--- src/design/ihex_pkg.sv ---
// ----------------------------------------------------------------------------
// ihex_pkg
// Shared types, character codes and the hex digit function of the encoder.
// ----------------------------------------------------------------------------
package ihex_pkg;

  localparam int ADDR_W = 16;

  localparam logic [7:0] CHAR_COLON = 8'h3A;
  localparam logic [7:0] CHAR_CR    = 8'h0D;
  localparam logic [7:0] CHAR_LF    = 8'h0A;

  localparam logic [7:0] REC_TYPE_DATA = 8'h00;
  localparam logic [7:0] REC_TYPE_EOF  = 8'h01;

  localparam logic KIND_DATA = 1'b0;
  localparam logic KIND_END  = 1'b1;

  // Release of a buffer bank once the back end has finished reading it.
  typedef struct packed {
    logic valid;
    logic bank;
  } bank_rel_t;

  function automatic logic [7:0] hex_char(input logic [3:0] nib);
    logic [7:0] base;
    base = (nib > 4'd9) ? 8'h37 : 8'h30;
    return base + {4'h0, nib};
  endfunction

endpackage

--- src/design/ihex_front.sv ---
// ----------------------------------------------------------------------------
// ihex_front
// Accepts input items, writes data bytes into the current buffer bank and
// posts a record job when a bank fills or the end of input arrives.
// ----------------------------------------------------------------------------
module ihex_front
  import ihex_pkg::*;
#(
  parameter int RECORD_BYTES = 16,
  parameter int IDX_W        = 4,
  parameter int CNT_W        = 5
) (
  input  logic              clk,
  input  logic              rst_n,
  input  logic              in_valid,
  output logic              in_ready,
  input  logic              in_kind,
  input  logic [7:0]        in_data_byte,
  input  logic              cfg_valid,
  output logic              cfg_ready,
  input  logic [ADDR_W-1:0] cfg_start_address,
  input  logic              q_full,
  output logic              job_push,
  output logic              job_bank,
  output logic [CNT_W-1:0]  job_cnt,
  output logic [ADDR_W-1:0] job_addr,
  output logic              job_eof,
  input  bank_rel_t         rel,
  output logic              wr_en,
  output logic [IDX_W:0]    wr_addr,
  output logic [7:0]        wr_data
);

  logic [ADDR_W-1:0] start_r;
  logic [ADDR_W-1:0] addr_r;
  logic [CNT_W-1:0]  fill_r;
  logic              wb_r;
  logic [1:0]        busy_r;
  logic [1:0]        busy_nxt;
  logic              accept;
  logic              bank_full;
  logic              has_data;

  assign cfg_ready = 1'b1;
  assign in_ready  = !busy_r[wb_r] && !q_full;
  assign accept    = in_valid && in_ready;
  assign bank_full = (fill_r == CNT_W'(RECORD_BYTES - 1));
  assign has_data  = (in_kind == KIND_DATA) || (fill_r != '0);

  assign job_push = accept && ((in_kind == KIND_END) || bank_full);
  assign job_bank = wb_r;
  assign job_cnt  = (in_kind == KIND_END) ? fill_r : CNT_W'(RECORD_BYTES);
  assign job_addr = addr_r;
  assign job_eof  = (in_kind == KIND_END);

  assign wr_en   = accept && (in_kind == KIND_DATA);
  assign wr_addr = {wb_r, fill_r[IDX_W-1:0]};
  assign wr_data = in_data_byte;

  always_comb begin
    busy_nxt = busy_r;
    if (rel.valid) begin
      busy_nxt[rel.bank] = 1'b0;
    end
    if (job_push && has_data) begin
      busy_nxt[wb_r] = 1'b1;
    end
  end

  always_ff @(posedge clk) begin
    if (!rst_n) begin
      start_r <= '0;
      addr_r  <= '0;
      fill_r  <= '0;
      wb_r    <= 1'b0;
      busy_r  <= '0;
    end else begin
      busy_r <= busy_nxt;
      if (accept) begin
        if (in_kind == KIND_END) begin
          addr_r <= start_r;
          fill_r <= '0;
          if (has_data) begin
            wb_r <= !wb_r;
          end
        end else if (bank_full) begin
          addr_r <= addr_r + ADDR_W'(RECORD_BYTES);
          fill_r <= '0;
          wb_r   <= !wb_r;
        end else begin
          fill_r <= fill_r + CNT_W'(1);
        end
      end
      if (cfg_valid && cfg_ready) begin
        start_r <= cfg_start_address;
        addr_r  <= cfg_start_address;
      end
    end
  end

endmodule

--- src/design/ihex_jobq.sv ---
// ----------------------------------------------------------------------------
// ihex_jobq
// Two-entry queue of record jobs between the front and the back end.
// ----------------------------------------------------------------------------
module ihex_jobq
  import ihex_pkg::*;
#(
  parameter int WIDTH = 35
) (
  input  logic             clk,
  input  logic             rst_n,
  input  logic             push,
  input  logic [WIDTH-1:0] push_data,
  input  logic             pop,
  output logic [WIDTH-1:0] head_data,
  output logic             full,
  output logic             empty
);

  logic [WIDTH-1:0] slot_r [2];
  logic             wp_r;
  logic             rp_r;
  logic [1:0]       cnt_r;

  assign full      = (cnt_r == 2'd2);
  assign empty     = (cnt_r == 2'd0);
  assign head_data = slot_r[rp_r];

  always_ff @(posedge clk) begin
    if (push) begin
      slot_r[wp_r] <= push_data;
    end
  end

  always_ff @(posedge clk) begin
    if (!rst_n) begin
      wp_r  <= 1'b0;
      rp_r  <= 1'b0;
      cnt_r <= '0;
    end else begin
      if (push) begin
        wp_r <= !wp_r;
      end
      if (pop) begin
        rp_r <= !rp_r;
      end
      cnt_r <= cnt_r + {1'b0, push} - {1'b0, pop};
    end
  end

endmodule

--- src/design/ihex_back.sv ---
// ----------------------------------------------------------------------------
// ihex_back
// Holds the two-bank byte buffer and spells out each record job as ASCII text
// through a registered output stage, one character per cycle unless stalled.
// ----------------------------------------------------------------------------
module ihex_back
  import ihex_pkg::*;
#(
  parameter int RECORD_BYTES = 16,
  parameter int IDX_W        = 4,
  parameter int CNT_W        = 5
) (
  input  logic              clk,
  input  logic              rst_n,
  input  logic              job_valid,
  output logic              job_pop,
  input  logic              job_bank,
  input  logic [CNT_W-1:0]  job_cnt,
  input  logic [ADDR_W-1:0] job_addr,
  input  logic              job_eof,
  output bank_rel_t         rel,
  input  logic              wr_en,
  input  logic [IDX_W:0]    wr_addr,
  input  logic [7:0]        wr_data,
  output logic              out_valid,
  input  logic              out_ready,
  output logic [7:0]        out_character,
  output logic              out_last
);

  localparam logic [2:0] S_IDLE  = 3'd0;
  localparam logic [2:0] S_COLON = 3'd1;
  localparam logic [2:0] S_HDR   = 3'd2;
  localparam logic [2:0] S_DATA  = 3'd3;
  localparam logic [2:0] S_SUM   = 3'd4;
  localparam logic [2:0] S_CR    = 3'd5;
  localparam logic [2:0] S_LF    = 3'd6;

  localparam int MEM_DEPTH = 2 << IDX_W;

  logic [7:0]        mem [MEM_DEPTH];
  logic [7:0]        rd_data_r;

  logic [2:0]        state_r;
  logic              nib_r;
  logic [1:0]        hidx_r;
  logic [CNT_W-1:0]  didx_r;
  logic [7:0]        sum_r;
  logic [3:0]        lo_nib_r;
  logic              rec_eof_r;
  logic              bank_r;
  logic [CNT_W-1:0]  cnt_r;
  logic [ADDR_W-1:0] addr_r;
  logic              eof_r;

  logic              out_valid_r;
  logic [7:0]        out_character_r;
  logic              out_last_r;

  logic              advance;
  logic              more_rec;
  logic [7:0]        rec_cnt;
  logic [7:0]        rec_hi;
  logic [7:0]        rec_lo;
  logic [7:0]        rec_type;
  logic [7:0]        cur_byte;
  logic [7:0]        char_nxt;

  assign out_valid     = out_valid_r;
  assign out_character = out_character_r;
  assign out_last      = out_last_r;

  assign advance  = !out_valid_r || out_ready;
  assign job_pop  = (state_r == S_IDLE) && job_valid;
  // After a data record of an end-of-input job, the EOF record follows.
  assign more_rec = !rec_eof_r && eof_r;

  assign rel.valid = advance && (state_r == S_LF) && !more_rec && (cnt_r != '0);
  assign rel.bank  = bank_r;

  assign rec_cnt  = rec_eof_r ? 8'h00 : 8'(cnt_r);
  assign rec_hi   = rec_eof_r ? 8'h00 : addr_r[15:8];
  assign rec_lo   = rec_eof_r ? 8'h00 : addr_r[7:0];
  assign rec_type = rec_eof_r ? REC_TYPE_EOF : REC_TYPE_DATA;

  always_comb begin
    case (state_r)
      S_HDR: begin
        case (hidx_r)
          2'd0:    cur_byte = rec_cnt;
          2'd1:    cur_byte = rec_hi;
          2'd2:    cur_byte = rec_lo;
          default: cur_byte = rec_type;
        endcase
      end
      S_DATA:  cur_byte = rd_data_r;
      S_SUM:   cur_byte = 8'h00 - sum_r;
      default: cur_byte = 8'h00;
    endcase
  end

  always_comb begin
    unique case (state_r)
      S_COLON:              char_nxt = CHAR_COLON;
      S_HDR, S_DATA, S_SUM: char_nxt = nib_r ? hex_char(lo_nib_r) : hex_char(cur_byte[7:4]);
      S_CR:                 char_nxt = CHAR_CR;
      S_LF:                 char_nxt = CHAR_LF;
      default:              char_nxt = 8'h00;
    endcase
  end

  // The read port follows the data index every cycle; the low nibble is kept
  // aside when the high nibble goes out, so the index can move ahead.
  always_ff @(posedge clk) begin
    if (wr_en) begin
      mem[wr_addr] <= wr_data;
    end
    rd_data_r <= mem[{bank_r, didx_r[IDX_W-1:0]}];
  end

  always_ff @(posedge clk) begin
    if (advance) begin
      out_character_r <= char_nxt;
      out_last_r      <= (state_r == S_LF) && !more_rec;
    end
    if (job_pop) begin
      bank_r    <= job_bank;
      cnt_r     <= job_cnt;
      addr_r    <= job_addr;
      eof_r     <= job_eof;
      rec_eof_r <= (job_cnt == '0);
    end
    if (advance) begin
      case (state_r)
        S_COLON: begin
          sum_r  <= 8'h00;
          hidx_r <= 2'd0;
          didx_r <= '0;
        end
        S_HDR, S_DATA, S_SUM: begin
          if (!nib_r) begin
            lo_nib_r <= cur_byte[3:0];
            sum_r    <= sum_r + cur_byte;
            if (state_r == S_DATA) begin
              didx_r <= didx_r + CNT_W'(1);
            end
          end else if (state_r == S_HDR) begin
            hidx_r <= hidx_r + 2'd1;
          end
        end
        S_LF: begin
          if (more_rec) begin
            rec_eof_r <= 1'b1;
          end
        end
        default: begin
        end
      endcase
    end
  end

  always_ff @(posedge clk) begin
    if (!rst_n) begin
      state_r     <= S_IDLE;
      nib_r       <= 1'b0;
      out_valid_r <= 1'b0;
    end else begin
      if (advance) begin
        out_valid_r <= (state_r != S_IDLE);
      end
      if (job_pop) begin
        state_r <= S_COLON;
        nib_r   <= 1'b0;
      end else if (advance) begin
        unique case (state_r)
          S_IDLE: begin
          end
          S_COLON: begin
            state_r <= S_HDR;
            nib_r   <= 1'b0;
          end
          S_HDR: begin
            nib_r <= !nib_r;
            if (nib_r && (hidx_r == 2'd3)) begin
              state_r <= (rec_cnt == 8'h00) ? S_SUM : S_DATA;
            end
          end
          S_DATA: begin
            nib_r <= !nib_r;
            if (nib_r && (didx_r == cnt_r)) begin
              state_r <= S_SUM;
            end
          end
          S_SUM: begin
            nib_r <= !nib_r;
            if (nib_r) begin
              state_r <= S_CR;
            end
          end
          S_CR: begin
            state_r <= S_LF;
          end
          S_LF: begin
            state_r <= more_rec ? S_COLON : S_IDLE;
          end
          default: begin
            state_r <= S_IDLE;
          end
        endcase
      end
    end
  end

endmodule

--- src/design/intel_hex_record_encoder_core.sv ---
// After the item that completes a record is accepted, its colon passes through the job
// queue, the back-end state register and the output register if the back end is idle.
// Characters go out one per cycle while out_ready holds; a record of N bytes is 2*N+13
// characters and the EOF record 13.
// Data bytes are taken one per cycle while a free buffer bank and a queue slot exist.
// Reset clears the control state; the start address and record address become 0.
// ----------------------------------------------------------------------------
// intel_hex_record_encoder_core
// Intel HEX text encoder: a front end that buffers bytes into two banks, a
// two-entry job queue, and a back end that emits the record characters.
// ----------------------------------------------------------------------------
module intel_hex_record_encoder_core
  import ihex_pkg::*;
#(
  parameter int RECORD_BYTES = 16
) (
  input  logic              clk,
  input  logic              rst_n,
  input  logic              in_valid,
  output logic              in_ready,
  input  logic              in_kind,
  input  logic [7:0]        in_data_byte,
  output logic              out_valid,
  input  logic              out_ready,
  output logic [7:0]        out_character,
  output logic              out_last,
  input  logic              cfg_valid,
  output logic              cfg_ready,
  input  logic [ADDR_W-1:0] cfg_start_address
);

  localparam int IDX_W = (RECORD_BYTES > 1) ? $clog2(RECORD_BYTES) : 1;
  localparam int CNT_W = $clog2(RECORD_BYTES + 1);
  localparam int JOB_W = 1 + CNT_W + ADDR_W + 1;

  logic              q_full;
  logic              q_empty;
  logic              job_push;
  logic              job_pop;
  logic              f_bank;
  logic [CNT_W-1:0]  f_cnt;
  logic [ADDR_W-1:0] f_addr;
  logic              f_eof;
  logic [JOB_W-1:0]  q_head;
  bank_rel_t         rel;
  logic              wr_en;
  logic [IDX_W:0]    wr_addr;
  logic [7:0]        wr_data;

  ihex_front #(
    .RECORD_BYTES(RECORD_BYTES),
    .IDX_W       (IDX_W),
    .CNT_W       (CNT_W)
  ) u_front (
    .clk              (clk),
    .rst_n            (rst_n),
    .in_valid         (in_valid),
    .in_ready         (in_ready),
    .in_kind          (in_kind),
    .in_data_byte     (in_data_byte),
    .cfg_valid        (cfg_valid),
    .cfg_ready        (cfg_ready),
    .cfg_start_address(cfg_start_address),
    .q_full           (q_full),
    .job_push         (job_push),
    .job_bank         (f_bank),
    .job_cnt          (f_cnt),
    .job_addr         (f_addr),
    .job_eof          (f_eof),
    .rel              (rel),
    .wr_en            (wr_en),
    .wr_addr          (wr_addr),
    .wr_data          (wr_data)
  );

  ihex_jobq #(
    .WIDTH(JOB_W)
  ) u_jobq (
    .clk      (clk),
    .rst_n    (rst_n),
    .push     (job_push),
    .push_data({f_bank, f_cnt, f_addr, f_eof}),
    .pop      (job_pop),
    .head_data(q_head),
    .full     (q_full),
    .empty    (q_empty)
  );

  ihex_back #(
    .RECORD_BYTES(RECORD_BYTES),
    .IDX_W       (IDX_W),
    .CNT_W       (CNT_W)
  ) u_back (
    .clk          (clk),
    .rst_n        (rst_n),
    .job_valid    (!q_empty),
    .job_pop      (job_pop),
    .job_bank     (q_head[JOB_W-1]),
    .job_cnt      (q_head[JOB_W-2 -: CNT_W]),
    .job_addr     (q_head[ADDR_W:1]),
    .job_eof      (q_head[0]),
    .rel          (rel),
    .wr_en        (wr_en),
    .wr_addr      (wr_addr),
    .wr_data      (wr_data),
    .out_valid    (out_valid),
    .out_ready    (out_ready),
    .out_character(out_character),
    .out_last     (out_last)
  );

`ifndef SYNTHESIS
  a_no_push_when_full: assert property (@(posedge clk) disable iff (!rst_n)
    job_push |-> !q_full)
    else $error("job queue overflow");

  a_end_posts_job: assert property (@(posedge clk) disable iff (!rst_n)
    (in_valid && in_ready && (in_kind == KIND_END)) |=> !q_empty)
    else $error("end of input did not post a job");

  a_last_is_lf: assert property (@(posedge clk) disable iff (!rst_n)
    (out_valid && out_last) |-> (out_character == CHAR_LF))
    else $error("last beat is not a line feed");
`endif

endmodule

--- config.mk ---
export PLATFORM = sky130hd
export DESIGN_NAME = intel_hex_record_encoder_core
export DESIGN_NICKNAME = d
export VERILOG_FILES = /design/src/design/ihex_pkg.sv /design/src/design/ihex_front.sv /design/src/design/ihex_jobq.sv /design/src/design/ihex_back.sv /design/src/design/intel_hex_record_encoder_core.sv
export SDC_FILE = /design/constraint.sdc
export NUM_CORES = 1
export LEC_CHECK = 0
export BUFFER_PORTS_ARGS = -buffer_cell sky130_fd_sc_hd__buf_2
export CORE_MARGIN = 5
export CORE_UTILIZATION = 35
export CTS_CLUSTER_SIZE = 24
export DETAILED_ROUTE_END_ITERATION = 8
export HOLD_SLACK_MARGIN = 0.02
export PLACE_DENSITY_LB_ADDON = 0.25
export SLEW_MARGIN = 25
export SYNTH_ARGS = -nofsm -noshare
export SYNTH_HDL_FRONTEND = slang
export SYNTH_HIERARCHICAL = 1
export SYNTH_SLANG_ARGS = --single-unit
--- constraint.sdc ---
create_clock -name clk -period 6.1 [get_ports clk]
set_clock_uncertainty 0.05 [all_clocks]
set_input_delay 0.305 -clock clk [delete_from_list [all_inputs] [get_ports clk]]
set_output_delay 0.305 -clock clk [all_outputs]
set_load 0.01 [all_outputs]
# Word-level counts from Yosys, hierarchy flattened
# Memories as Yosys holds them, arrays and structs flattened. A register that Yosys moved wholly into a read port is not among the register bits.
# Cells that the tools add are included.
dict set report classes {
  addsub 10
  n_lt_le_gt_ge 6
  n_eq_ne 24
  mux 55
  bitwise_logic 7
  reduce_logical 52
}
# op n
set ops {}
lappend ops {{$mux W16} 4}
lappend ops {{$pmux W8 S3} 2}
lappend ops {{$mux W8} 4}
lappend ops {{$pmux W8 S4} 1}
lappend ops {{$mux W5} 6}
lappend ops {{$mux W1} 21}
lappend ops {{$pmux W3 S7} 1}
lappend ops {{$mux W3} 6}
lappend ops {{$add A16 B5 Y16 const B} 1}
lappend ops {{$add A8 B4 Y8} 2}
lappend ops {{$pmux W8 S2} 1}
lappend ops {{$logic_and A1 B1 Y1} 15}
lappend ops {{$add A5 B1 Y5 const B} 2}
lappend ops {{$logic_not A1 Y1} 10}
lappend ops {{$ne A2 B1 Y1 const B} 5}
lappend ops {{$pmux W5 S2} 1}
lappend ops {{$reduce_and A5 Y1} 2}
lappend ops {{$reduce_bool A5 Y1} 2}
lappend ops {{$eq A3 B3 Y1 const B} 3}
lappend ops {{$reduce_and A3 Y1} 3}
lappend ops {{$add A8 B8 Y8} 1}
lappend ops {{$gt A4 B4 Y1 const B} 2}
lappend ops {{$logic_not A8 Y1} 1}
lappend ops {{$mux W2} 4}
lappend ops {{32 further kinds} 54}
dict set report word_totals {
  register_bits 101
  mem_bits_rw 302
  input_bits 30
  output_inout_bits 12
  elab_cells 179
  memories 2
}
# name depth word_bits rd rd_clocked_by_memory_dff write_ports line_no
set memory_table {}
lappend memory_table {u_back.mem 32 8 1 1 1 ihex_back.sv:41} ;# logic [7:0] mem [MEM_DEPTH];
lappend memory_table {u_jobq.slot_r 2 23 1 1 1 ihex_jobq.sv:20} ;# logic [WIDTH-1:0] slot_r [2];

# Depth between registers and ports, before layout
# Gate-level depths: netlist of run 1.
dict set report depth {
  ltp_word 9
  depth_mapped 14
  depth_no_buf 14
}

# Hierarchy
# Netlist of run 1, hierarchy kept.
# module instances cells_per_inst area_per_inst_um2 seq_area_each_um2
set modules_own_cells {}
lappend modules_own_cells {ihex_back 1 719 13257.7 9469.1}
lappend modules_own_cells {ihex_front 1 259 2162.1 800.8}
lappend modules_own_cells {ihex_jobq 1 92 1888.1 1481.4}
lappend modules_own_cells {intel_hex_record_encoder_core 1 1 3.8 0.0}

# Least setup slack after synthesis of run 1
# Ideal clock, no wire load.
dict set report synth_path {
  path_kind {register to register}
  start {register u_back.hidx_r[0]}
  end {register u_back.out_character_r[1] (netlist: u_back/out_character[1]) (data pin)}
  setup_ps 254
  arrival_ps 2958
  t_required_ps 5796
  path_slack_ps 2838
  path_stages_with_launch 14
  n_path_buf 2
  synth_period_minus_slack_ps 3262
  path_cell_list {edfxtp_1 > ha_1 > clkbuf_1 > a22o_1 > a32o_1 > or3_1 > clkbuf_1 > nor2_1 > nor2_1 > ha_1 > fa_1 > mux2i_1 > a21oi_1 > a21o_1}
}
dict set report synth_between {
  elab_chain_cells 8
  elab_cells_between_ends 10
  classes_between {add/sub: 1; order compare: 1; eq/ne: 2; mux: 5; reduce/logical: 1}
}
# item line_no
set synth_lines {}
lappend synth_lines {{start: declaration} ihex_back.sv:46} ;# logic [1:0] hidx_r;
lappend synth_lines {{start signal: assignment} ihex_back.sv:148} ;# hidx_r <= hidx_r + 2'd1;
lappend synth_lines {{$eq A2 B2 Y1, or another cell as far along} ihex_back.sv:89} ;# case (hidx_r)
lappend synth_lines {{$pmux W8 S3 (*)} ihex_back.sv:89}
lappend synth_lines {{$pmux W8 S3 (*)} ihex_back.sv:87} ;# case (state_r)
lappend synth_lines {{$gt A4 B4 Y1} ihex_pkg.sv:27} ;# base = (nib > 4'd9) ? 8'h37 : 8'h30;
lappend synth_lines {{$mux W3} ihex_pkg.sv:27}
lappend synth_lines {{$add A8 B4 Y8 (*)} ihex_pkg.sv:28} ;# return base + {4'h0, nib};
lappend synth_lines {{$mux W8 (*)} ihex_back.sv:105} ;# S_HDR, S_DATA, S_SUM: char_nxt = nib_r ? hex_char(lo_nib_r) : hex_char(cur_byte[7:4]);
lappend synth_lines {{$pmux W8 S4 (*)} ihex_back.sv:103} ;# unique case (state_r)
lappend synth_lines {{net u_back.char_nxt[1]} ihex_back.sv:67} ;# logic [7:0] char_nxt;
lappend synth_lines {{end signal: assignment} ihex_back.sv:123} ;# out_character_r <= char_nxt;
lappend synth_lines {{end: declaration} ihex_back.sv:57} ;# logic [7:0] out_character_r;
# The timed path passes the listed nets; every way through them passes the cells marked *.
# A chain may end at the register's enable or synchronous reset.

# Final worst setup path of run 1
dict set report layout_path {
  start {register u_back.state_r[1]}
  end {register u_back.out_character_r[1] (netlist: u_back/out_character[1]) (data pin)}
}
dict set report layout_between {
  elab_chain_cells 7
  elab_cells_between_ends 13
  classes_between {add/sub: 1; order compare: 1; eq/ne: 6; mux: 4; reduce/logical: 1}
}
# item line_no
set layout_lines {}
lappend layout_lines {{start: declaration} ihex_back.sv:44} ;# logic [2:0] state_r;
lappend layout_lines {{start signal: assignment} ihex_back.sv:185} ;# state_r <= (rec_cnt == 8'h00) ? S_SUM : S_DATA;
lappend layout_lines {{start signal: assignment} ihex_back.sv:204} ;# state_r <= more_rec ? S_COLON : S_IDLE;
lappend layout_lines {{$eq A3 B3 Y1 or $eq A3 B2 Y1 (tied branches)} {ihex_back.sv:87, ihex_back.sv:103}}
lappend layout_lines {{$pmux W8 S3} ihex_back.sv:87}
lappend layout_lines {{$gt A4 B4 Y1} ihex_pkg.sv:27}
lappend layout_lines {{$mux W3} ihex_pkg.sv:27}
lappend layout_lines {{$add A8 B4 Y8} ihex_pkg.sv:28}
lappend layout_lines {{$mux W8} ihex_back.sv:105}
lappend layout_lines {{$pmux W8 S4 (*)} ihex_back.sv:103}
lappend layout_lines {{net u_back.char_nxt[1]} ihex_back.sv:67}
# Marked as above.

==> results, run 1 <==
- The largest fanout on the critical path is 15.
- The detailed router finished its first iteration with 651 violations.
- In the final layout, the share of cells above drive strength 1 is 0.210.
- The internal reg-to-reg setup slack is 2.56 ns.
- The commonest register cell after synthesis is edfxtp_1.
- The top cell types in the final layout, fill and taps aside, are edfxtp_1 (352), mux4_2 (80), nor2_1 (74), dfxtp_1 (58).
- For this run, the number of Yosys warnings is 6.
- The post-DP HPWL is 23400 um.
- The worst hold-check slack is 0.270 ns.
- 0 antenna diodes ended up in the layout.
- The y dimension of the die is 232 um.
- The average wire per standard cell is 20.4 um.
- The port buffer count is 39.
- The number of nets in the synthesized netlist is 1128.
- The initial antenna violation count is 0.
- Leaving out fill and tap cells, the most frequent cell in the layout is edfxtp_1.
- Dividing the detail-routed via count by the number of cells gives 5.06.
- The type of the tightest min-delay check is in -> reg.
- In this run the remaining antenna-violating nets after routing total 0.
- The die is 232 um wide.
- 42 I/O pins were placed.
- The final clock period utilization by the worst path is 0.581.
- The required time at the worst-slack endpoint is 6.34 ns.
- The pin count of the biggest net entering global routing is 50.
- Counting flops with a built-in enable in the synthesized netlist gives 352.
- On the worst path, the slowest cell contributes a delay of 0.63 ns.
- The overall via count from detail_route is 9152.
- The critical path class is reg -> reg.
- The clock reaches the later pin of the worst-skew pair after 0.54 ns.
- The count of maximum capacitance violations is 0.
- The final count of pins violating max slew is 0.
- The count of fill cells added during filler insertion is 4446.
- Global routing finished with a remaining overflow of 0.
- The maximum frequency from static timing analysis is 282 MHz.
- The congestion estimate from routability-driven global placement came to 0.806.
- After technology mapping, the gate count stands at 1071.
- The layout net count is 1169.
- In this run, distinct cell masters in the synthesized netlist total 72.
- Across the whole layout, storage elements account for 0.0118 mm2.
- The clock tree from TritonCTS is yes.
- The multi-input combinational cells in the finished layout cover a total of 0.00511 mm2.
- The total area inside the core boundary comes to 0.0490 mm2.
- After synthesis, the share of flip-flops with an asynchronous set or reset is 0.
- The clock passes through at most 3 buffers.
- The area growth from synthesis to layout is 13.8%.
- The total global routing track utilization is 0.137.
- CTS built an H-tree with a depth of 2.
- The number of hold violations in the final report came to 0.
- The category of the worst setup path launch point is a register.
- The synthesized flop and latch total is 411.
- For this design, the sink count on the clock tree is 411.
- In this run the power density over the cells is 368 mW/mm2.
- The setup TNS after final layout is 0 ns.
- The headroom to the max-slew limit is 0.398.
- The nature of the critical path endpoint is a register.
- In this run the worst setup path terminates at u_back/out_character[1]$_DFFE_PN_.
- The flow ran to the end, and the final reports show no timing, DRC or antenna violations.
- The cell area after synthesis is 0.0173 mm2.
- In this design, the critical path's most frequently occurring cell is nor2_1.
- The clock tree root buffer cell is clkbuf_16.
- The sum of routed wire length over all layers is 36900 um.
- Setup repair after global routing left no endpoint under its margin.
- The first detailed-routing pass took 5 iterations.
- The buffers inserted during post-CTS setup optimization is 0.
- The count of endpoints failing setup in the final report is 0.
- The first global-routing pass estimated 56700 um of wire.
- The number of clock buffers inserted by TritonCTS is 42.
- For the pin with the worst max-slew slack, the measured transition is 0.903 ns.
- The mean instance size in the synthesized netlist is 16.2 um2.
- The signal arrival time at the worst endpoint is 3.78 ns.
- The worst reg2reg path endpoint is u_back/out_character[1]$_DFFE_PN_.
- The number of global-route vias before repair is 9208.
- The startpoint of the worst setup timing path is u_back/state_r[1]$_SDFFE_PP0P_.
- The starting density of the core is 0.354.
- The critical path goes through nor2b_1 -> a32o_1 -> or3_1 -> nor2_1 -> nor2_1 -> ha_1 -> fa_1 -> mux2i_1 -> a21oi_1 -> a21o_1.
- After detailed routing, the number of remaining DRC violations is 0.
- The cell at the slowest stage of the critical path is dfxtp_1.
- The sequential area share after synthesis is 0.679.
- The count of cells along the worst register-to-register path is 10.
- The number of rows created at floorplan is 81.
- The time the worst path needs with I/O delays and setup is 3.54 ns.
- The launch instance of the worst register-to-register path is u_back/state_r[1]$_SDFFE_PP0P_.
- The design draws 7.26 mW.
- Clock-pin slew was measured on the worst setup and hold paths at 0.06 ns.
- The leakage power summed over all cells is 6.54 nW.
- The peak ir drop on the vdd network is 0.209 mV.
- The floorplan die area is 0.0540 mm2.
[synth_stat cells (3+ instances only)]
master	number	area [um2]
edfxtp_1	352	10600
mux4_2	80	1800
nor2_1	75	282
dfxtp_1	59	1180
a21oi_1	44	220
o21ai_0	37	185
clkbuf_1	35	131
mux2_2	32	360
nand2_1	31	116
nor2b_1	30	188
inv_1	28	105
ha_1	24	300
mux2i_1	22	220
nand3_1	18	90.1
buf_4	17	128
nor3_1	16	80.1
xnor2_1	13	114
and2_1	12	75.1
xor2_1	12	105
nand2b_1	10	62.6
buf_2	9	45.0
a211oi_1	6	45.0
a21boi_0	6	45.0
a21o_1	6	45.0
nand3b_1	6	45.0
a222oi_1	5	50.1
a31oi_1	5	31.3
and3_1	5	31.3
buf_1	4	15.0
nand4_1	4	25.0
o211ai_1	4	30.0
or3_1	4	25.0
a22o_1	3	26.3
buf_6	3	33.8
fa_1	3	60.1
nor3b_1	3	22.5
o31ai_1	3	22.5
or4_1	3	22.5
[how the worst min path moves through the flow]
stage                                     endpoint  slack, ns  cells after the start                        startpoint
global placement     u_jobq/slot_r[1][1]$_DFFE_PP_       0.39                      0  u_front/job_addr[0]$_SDFFE_PN0P_
CTS                    u_back/mem[13][5]$_DFFE_PP_       0.26                      1                   in_data_byte[5]
global route           u_back/mem[13][5]$_DFFE_PP_       0.29                      1                   in_data_byte[5]
floorplan           u_back/state_r[0]$_SDFFE_PN0P_       0.37                      2                             rst_n
finish                 u_back/mem[13][5]$_DFFE_PP_       0.27                      1                   in_data_byte[5]
detailed placement   u_jobq/slot_r[0][1]$_DFFE_PP_       0.41                      0  u_front/job_addr[0]$_SDFFE_PN0P_
[through the flow]
stage / cell area (um2) / utilization / std cells / setup WS, ns
finish: 19700 / 0.403 / 1809 / 2.56
global route: 19700 / 0.403 / 1809 / 2.20
CTS: 19700 / 0.402 / 1809 / 2.53
detailed placement: 18100 / 0.369 / 1716 / 2.55
global placement: 18100 / 0.369 / 1716 / 2.67
floorplan: 17300 / - / 1071 / 2.84
[per-layer routing]
layer | GRT usage | part of all wire | vias up
met5 | 0 | 0 | -
met4 | 0.0379 | 0.022 | 0
met3 | 0.0205 | 0.045 | 52
met2 | 0.211 | 0.47 | 212
met1 | 0.203 | 0.47 | 4673
li1 | - | - | 4215
[worst max-delay path: cells and delay by family, from the launching register on]
family	cells	cell delay, ns
multiplexers	1	0.20
flip-flops	1	0.63
adder cells (fa/ha/maj)	2	0.69
AND/OR/NAND/NOR	4	1.13
AO/OA/AOI/OAI	3	0.59
[kinds of logic (layout without fill, tap and decap cells)]
logic type               after synthesis  in the layout  synth area share
XOR/XNOR                              26             26            0.0139
buffers and inverters                 97            171            0.0267
other                                  2              2          0.000434
AO/OA/AOI/OAI                        141            141            0.0520
adder cells (fa/ha/maj)               27             27            0.0208
AND/OR/NAND/NOR                      232            232            0.0689
multiplexers                         135            135             0.138
flip-flops                           411            411             0.679
[power breakdown]
group,total (mW),internal [mW],switching [mW]
combinational,1.06,0.487,0.569
clock,2.73,1.67,1.05
sequential,3.47,3.29,0.181
total,7.26,5.45,1.80
[sequential cells by signal (all words and copies together), names as in the netlist, 3 cells and up, named ones only]
register and flops:
u_back/cnt_r 5, u_back/out_character 7, u_front/fill_r 5, u_back/state_r 3
u_back/addr_r 16, u_back/didx_r 5, u_front/start_r 16, u_back/lo_nib_r 4
u_back/rd_data_r 8, u_jobq/slot_r 46, u_back/mem 256, u_back/sum_r 8
u_front/job_addr 16
[what timing repair did]
item	in CTS	in global routing
resized for setup	0	0
hold endpoints to repair	28	0
hold buffers	16	0
[area by class of cell]
type / instances / area share
inverters: 29 / 0.00552
flip-flops and latches: 411 / 0.596
well taps: 664 / 0.0422
clock inverters: 21 / 0.0161
multi-input cells: 563 / 0.259
repair buffers: 65 / 0.0218
clock buffers: 56 / 0.0586
Note: power is estimated with default switching activity, not from simulation.
==> inputs of run 2 (changes only) <==
clock period = 3.37 ns   (was 6.1 ns; I/O delays follow)
==> run 2 against run 1 <==
  * Global-route usage is 0.079 points higher
  * Core utilization up 0.79 points
  * Critical path depth up 2
  * Largest power group unchanged
  * First-iteration DRC count up 2.0%
  * Register-to-register slack got worse by 2.5 ns
  * Wire length down 0.17%
==> results, run 2 (same netlist as run 1, synthesis figures left out) <==
- Of all nets on the critical path, the largest fanout is 3.
- The clock reaches the later pin of the worst-skew pair after 0.55 ns.
- The layout has 4433 filler cells.
- The violation count after the first detailed-route iteration is 664.
- The clock passes through at most 3 buffers.
- The final weighted congestion of routability-driven global placement is 0.817.
- The headroom to the max-slew limit is 0.408.
- The region available for standard cell placement spans 0.0490 mm2.
- The worst setup path is launched from a register.
- The peak ir drop on the vdd network is 0.331 mV.
- Setup violations remaining at the end of the flow were counted as 0.
- In the final routed layout, each cell accounts on average for 19.7 um.
- The number of rows created at floorplan is 81.
- Of the cells placed in the final design, the portion with a size suffix greater than 1 is 0.256.
- The number of standard cells in the layout, taps in and fillers out is 1870.
- In the final layout, the registers with the most flip-flops are u_back/mem: 256 flops, u_jobq/slot_r: 46 flops.
- The top-level port count is 42.
- TritonCTS built the clock tree.
- STA classifies the critical path endpoint as a register.
- For this configuration, the core starts out at a cell density of 0.354.
- The first global-routing pass estimated 57300 um of wire.
- The initial antenna violation count was 0.
- Dividing total power by cell area gives a power density of 635 mW/mm2.
- For this design the total switching power over the nets is 3.28 mW.
- The clock transition at the registers of the reported paths is 0.06 ns.
- Including well taps, the total number of placed cells is 1776.
- Entering global routing, the biggest net connects 50 pins.
- The signal on the critical path passes through inv_2 -> ha_2 -> or4b_4 -> or3_4 -> a31o_4 -> nor2_2 -> nor2_2 -> ha_2 -> fa_1 -> mux2i_2 -> a21oi_1 -> a21o_1.
- The number of hold violations in the final report is 0.
- The type of the tightest min-delay check is in -> reg.
- The run finished with clean final reports.
- Before antenna repair, the detailed router went through 8 iterations.
- The count of maximum capacitance violations is 0.
- In this run, CTS created clock tree buffers numbering 42.
- The leakage power summed over all cells is 6.82 nW.
- In the routed design, unresolved DRC markers number 0.
- The count of nets left with antenna violations once routing finished came out at 0.
- The repair_antennas step left the layout with diodes totalling 0.
- The largest individual stage delay along the critical path comes from the cell or4b_4.
- The sum of routed wire length over all layers is 36900 um.
- The area growth from synthesis to layout is 16.1%.
- Using the TritonRoute via totals, the vias-per-cell ratio works out to 4.96.
- The number of H-tree levels is 2.
- The count of cells along the worst register-to-register path is 12.
- The final clock period utilization by the worst path is 0.979.
- Input and output buffers added on the ports amount to 39.
- The horizontal die dimension is 232 um.
- The leading cell type in the layout, fill and taps excluded is edfxtp_1.
- Clock tree synthesis selected as its root buffer the cell clkbuf_16.
- The register with the most flip-flops in the layout has 256 of them.
- The total global routing track utilization is 0.137.
- The final layout contains 1230 nets.
- The maximum frequency from static timing analysis is 303 MHz.
- The number of stages on the worst hold path is 4.
- Setup repair after global routing could not meet its margin everywhere.
- The signal arrival time at the worst endpoint is 3.55 ns.
- The logic depth of the worst path, buffers included is 12.
- The internal reg-to-reg setup slack is 0.07 ns.
- Counting flops per register, the top entry is u_back/mem.
- At the worst endpoint, the required time is 3.63 ns.
- At the end of the flow the core is filled with cells to 0.410.
- The share of total power consumed by net switching is 0.257.
- Broken down by cell family, the worst path's largest delay share belongs to simple AND/OR/NAND/NOR gates.
- The power share of the clock group is 0.349.
- Leaving out fill and tap cells, the most frequent cells in the layout are edfxtp_1 (352), mux4_2 (80), nor2_1 (73), buf_4 (67), dfxtp_1 (59).
- The completed layout was analyzed and its total power is 12.8 mW.
- The transition at the pin with the smallest max-transition slack is 0.888 ns.
- The number of global-route vias before repair is 9352.
- The internal portion of the total power is 9.47 mW.
- The die is 232 um tall.
- The critical path in this run is classified as reg -> reg.
- The overall via count from detail_route is 9280.
- The remaining global-route overflow is 0.
- The floorplan die area is 0.0540 mm2.
- The post-DP HPWL is 23700 um.
- Of the total power, registers draw 0.489.
- The largest single stage delay on the critical path is 0.47 ns.
- The relative contribution of combinational cells to total power is 0.162.
- The TritonCTS sink count is 411.
- The worst path in the final design needs a cycle of 3.30 ns, including I/O delays and setup.
- The final count of pins violating max slew came to 0.
- The total buffers and inverters traversed by the critical path is 1.
==> run 2: area by class of cell <==
class / instances / area (um2) / share of cell area
flip-flops and latches: 411 / 11800 / 0.585
multi-input cells: 563 / 5140 / 0.256
clock buffers: 48 / 1070 / 0.0534
repair buffers: 126 / 938 / 0.0467
well taps: 664 / 831 / 0.0414
clock inverters: 29 / 245 / 0.0122
inverters: 29 / 109 / 0.00542
==> run 2: metrics by stage <==
| stage | cell area (um2) | hold slack (ns) | TNS [ns] | setup slack (ns) |
|---|---|---|---|---|
| 3_5_place_dp | 18600 | 0.379 | 0 | 0.0192 |
| 2_1_floorplan | 17300 | 0.232 | 0 | 0.108 |
| 3_3_place_gp | 18600 | 0.377 | 0 | 0.0514 |
| 6_report | 20100 | 0.0888 | 0 | 0.0718 |
| 4_1_cts | 20000 | 0.0725 | 0 | 0.00370 |
| 5_1_grt | 20100 | 0.0824 | -0.0651 | -0.0570 |
==> run 2: worst min-delay path, delay by kind of cell <==
family                 cells  cell delay [ns]
AO/OA/AOI/OAI              1             0.07
buffers and inverters      1             0.14
AND/OR/NAND/NOR            2             0.24
==> run 2: what timing repair did <==
action | CTS | global route
gates resized for setup | 0 | 13
setup endpoints to repair | 0 | 5
endpoints found under the hold margin | 32 | 0
setup buffers | 0 | 1
hold buffers | 16 | 0
==> run 2: final timing paths <==
kind / from / end
max: u_back/sum_r[1]$_SDFFCE_PN0P_ / u_back/out_character[1]$_DFFE_PN_
min reg2reg: u_front/job_addr[0]$_SDFFE_PN0P_ / u_jobq/slot_r[1][1]$_DFFE_PP_
min: in_kind / u_front/fill_r[2]$_SDFFE_PN0P_
max reg2reg: u_back/sum_r[1]$_SDFFCE_PN0P_ / u_back/out_character[1]$_DFFE_PN_
==> run 2: power groups by stage <==
| stage | Clock (mW) | Combinational (mW) | Sequential, mW |
|---|---|---|---|
| global route | 4.81 | 2.27 | 6.28 |
| finish | 4.45 | 2.07 | 6.23 |
| detailed placement | 0 | 2.06 | 6.35 |
| CTS | 4.59 | 2.09 | 6.24 |
| floorplan | 0 | 1.45 | 6.21 |
| global placement | 0 | 2.05 | 6.34 |
==> run 2: layer usage <==
| layer | routed length [um] | track usage | up-vias |
|---|---|---|---|
| li1 | - | - | 4350 |
| met2 | 17000 | 0.210 | 163 |
| met5 | 0 | 0 | - |
| met1 | 17900 | 0.208 | 4720 |
| met3 | 1380 | 0.0199 | 47 |
| met4 | 640 | 0.0336 | 0 |
==> inputs of run 3 (changes only) <==
SYNTH_HIERARCHICAL = unset   (was 1)
==> run 3 against run 2 <==
  * Wire length up 0.49%
  * Setup slack better by 0.061 ns
  * Critical path depth up 2
  * Synthesized area down 1.1%
  * Clock power up 2%
  * Final area about the same
  * Largest power group unchanged
==> results, run 3 <==
- The standard cell core area is 0.0486 mm2.
- The fraction of post-synthesis cell area in the top cell type by area is 0.617.
- The initial utilization of the core area, before any placement, comes to 0.352.
- The maximum frequency from static timing analysis is 309 MHz.
- The leading cell type in the layout, fill and taps excluded is edfxtp_1.
- The clock tree from TritonCTS is yes.
- IR analysis of the VDD net gives a maximum drop of 0.352 mV.
- Synthesis instantiated 65 different standard cells from the library.
- The cell area after synthesis is 0.0171 mm2.
- In the routed design, unresolved DRC markers number 0.
- edfxtp_1 takes more of the synthesized area than any other cell.
- The time the worst path needs with I/O delays and setup is 3.24 ns.
- Data on the critical path arrives at its endpoint at 3.47 ns.
- The number of antenna cells inserted is 0.
- For this run the aggregate overflow at the end of global routing stands at 0.
- The number of standard cells in the layout, taps in and fillers out is 1852.
- In this run the worst path has a maximum fanout of 4.
- The die is 231 um wide.
- The register with the most flip-flops in the layout has 256 of them.
- In this run the tool buffered the top-level ports with 39 buffer cells.
- The global-route wire length before repair is 57100 um.
- The least setup slack across all paths after layout is 0.132 ns.
- The largest registers in the layout are u_back.mem: 256 flops, u_jobq.slot_r: 46 flops.
- The sum of routed wire length over all layers is 37100 um.
- Setup violations remaining at the end of the flow were counted as 0.
- Summing over every cut layer, the via total after detailed routing is 9407.
- The final count of pins violating max slew is 0.
- The TritonCTS sink count is 411.
- The required time at the worst-slack endpoint is 3.60 ns.
- The y dimension of the die is 231 um.
- STA classifies the critical path endpoint as a register.
- The pin count of the biggest net entering global routing is 33.
- Dividing the detail-routed wire length by the instance count gives 20.0 um.
- Once placement completed, the tool counted placed cells totaling 1752.
- In the layout the commonest cells are edfxtp_1 (352), nor2_1 (87), mux4_2 (80), buf_4 (73), nand2_1 (61).
- The post-DP HPWL is 24200 um.
- The worst hold-check slack is 0.140 ns.
- The commonest register cell after synthesis is edfxtp_1.
- The warning count from the yosys run is 0.
- After detailed routing, the number of vias per cell comes to 5.08.
- The number of H-tree levels is 2.
- The register containing the most flip-flops in the final layout is u_back.mem.
- The layout net count is 1255.
- TritonCTS created 42 clock buffers.
- The post-detailed-route count of antenna-violating nets is 0.
- The commonest cells after synthesis are edfxtp_1 (352), nor2_1 (88), mux4_2 (80).
- The flow ran to the end, and the final reports show no timing, DRC or antenna violations.
- The clock transition at the registers of the reported paths is 0.06 ns.
- The clock reaches the later pin of the worst-skew pair after 0.54 ns.
- The die covers 0.0535 mm2.
- CTS placed an instance of clkbuf_16 at the clock tree root.
- Before CTS, the worst setup slack after placement is -0.0272 ns.
- For this block, the initial DRC count from the detailed router was 631.
- By startpoint and endpoint, the worst setup path is classified as reg -> reg.
- In the post-synthesis netlist, the cell with the most instances is edfxtp_1.
- The first detailed-routing pass took 5 iterations.
- The count of maximum capacitance violations is 0.
- The initial antenna violation count was 1.
- In this run the most critical hold path is launched from in_data_byte[7].
- Setup repair after global routing could not meet its margin everywhere.
- In the post-synthesis netlist, the biggest area contributors are edfxtp_1 (62%), mux4_2 (11%), dfxtp_1 (6.9%).
- The sequential area share after synthesis is 0.686.
- The total global routing track utilization is 0.138.
- In this run the tightest slew margin relative to its limit is 0.392.
- Synthesis handed over a netlist of 1075 instances.
- The congestion estimate from routability-driven global placement came to 0.862.
- The number of hold violations in the final report is 0.
- The number of global-route vias before repair is 9517.
- The launch instance of the worst register-to-register path is u_back.hidx_r[1]$_SDFFCE_PN0P_.
- In this run the power density over the cells is 660 mW/mm2.
- At the pin with the least slew margin, the transition time is 0.912 ns.
- Dividing the final minimum period by the clock period gives 0.961.
- In this run, synthesis produced a sequential element count of 411.
- The startpoint of the worst setup timing path is u_back.hidx_r[1]$_SDFFCE_PN0P_.
- The analysis attributes to cell leakage a power of 6.81 nW.
- The number of rows created at floorplan is 81.
- Across all register-to-register paths, the minimum setup slack is 0.13 ns.
- The category of the worst setup path launch point is a register.
- The mean instance size in the synthesized netlist is 15.9 um2.
- The layout cell share with drive strength beyond 1 is 0.255.
- Yosys mapped a number of flops with a built-in enable equal to 352.
- Synthesis produced a netlist with a net count of 1133.
- The type of the tightest min-delay check is in -> reg.
- The number of buffers on the longest clock path is 3.
- The area growth from synthesis to layout is 17.3%.
- The async set-reset flop share out of synthesis is 0.
- 42 I/O pins were placed.
run 3: per-layer routing:
| layer | vias to the layer above | GRT usage | wire [um] |
|---|---|---|---|
| li1 | 4398 | - | - |
| met1 | 4792 | 0.203 | 17800 |
| met2 | 157 | 0.217 | 17100 |
| met3 | 60 | 0.0187 | 1270 |
| met4 | 0 | 0.0390 | 870 |
| met5 | - | 0 | 0 |
run 3: report_power, final:
group          internal [mW]  switching (mW)  total [mW]  leakage (nW)
Sequential              5.99           0.333        6.32          3.72
Combinational           1.16            1.25        2.41          2.42
Clock                   2.65            1.88        4.53         0.666
run 3: through the flow:
step	cell area (um2)	power, mW	TNS [ns]	utilization
after global routing	20100	13.9	-0.0333	0.413
final	20100	13.3	0	0.413
after floorplan	17100	7.92	0	-
after global placement	18500	8.81	0	0.380
after detailed placement	18500	8.82	-0.0272	0.380
after CTS	20000	13.4	0	0.412
run 3: area by class of cell:
type / count / area, um2
Inverter: 27 / 101
Sequential cell: 411 / 11800
Tap cell: 622 / 778
Timing Repair Buffer: 138 / 1060
Clock buffer: 53 / 1150
Multi-Input combinational cell: 577 / 5050
Clock inverter: 24 / 190
Fill cell: 4415 / 28600
run 3: cell families after synthesis:
family / synth area share
adder cells (fa/ha/maj): 0.0218
other: 0.000439
flip-flops: 0.686
XOR/XNOR: 0.0138
AO/OA/AOI/OAI: 0.0525
multiplexers: 0.136
AND/OR/NAND/NOR: 0.0675
buffers and inverters: 0.0216
run 3: final timing paths:
kind / endpoint / cells past startpoint
max: u_back.out_character[1]$_DFFE_PN_ / 14
min: u_back.mem[24][7]$_DFFE_PP_ / 1
max reg2reg: u_back.out_character[1]$_DFFE_PN_ / 14
min reg2reg: u_front.start_r[15]$_SDFFE_PN0P_ / 2
run 3: worst max-delay path, cell delays in order (launching register included):
cell      delay, ns
edfxtp_1       0.44
buf_4          0.16
ha_1           0.21
nor3_4         0.23
a32oi_1        0.14
and3_1         0.19
a21o_1         0.20
inv_2          0.06
ha_2           0.17
inv_1          0.05
fa_2           0.52
nand2_1        0.08
a21oi_1        0.15
nor3_1         0.05
or2_2          0.29
run 3: repair_timing:
item	4_1_cts	5_1_grt
hold endpoints to repair	37	0
buffers inserted	0	3
gates resized for setup	1	16
pin swaps	0	9
setup endpoints to repair	1	5
hold buffers	20	0
gates cloned	0	0
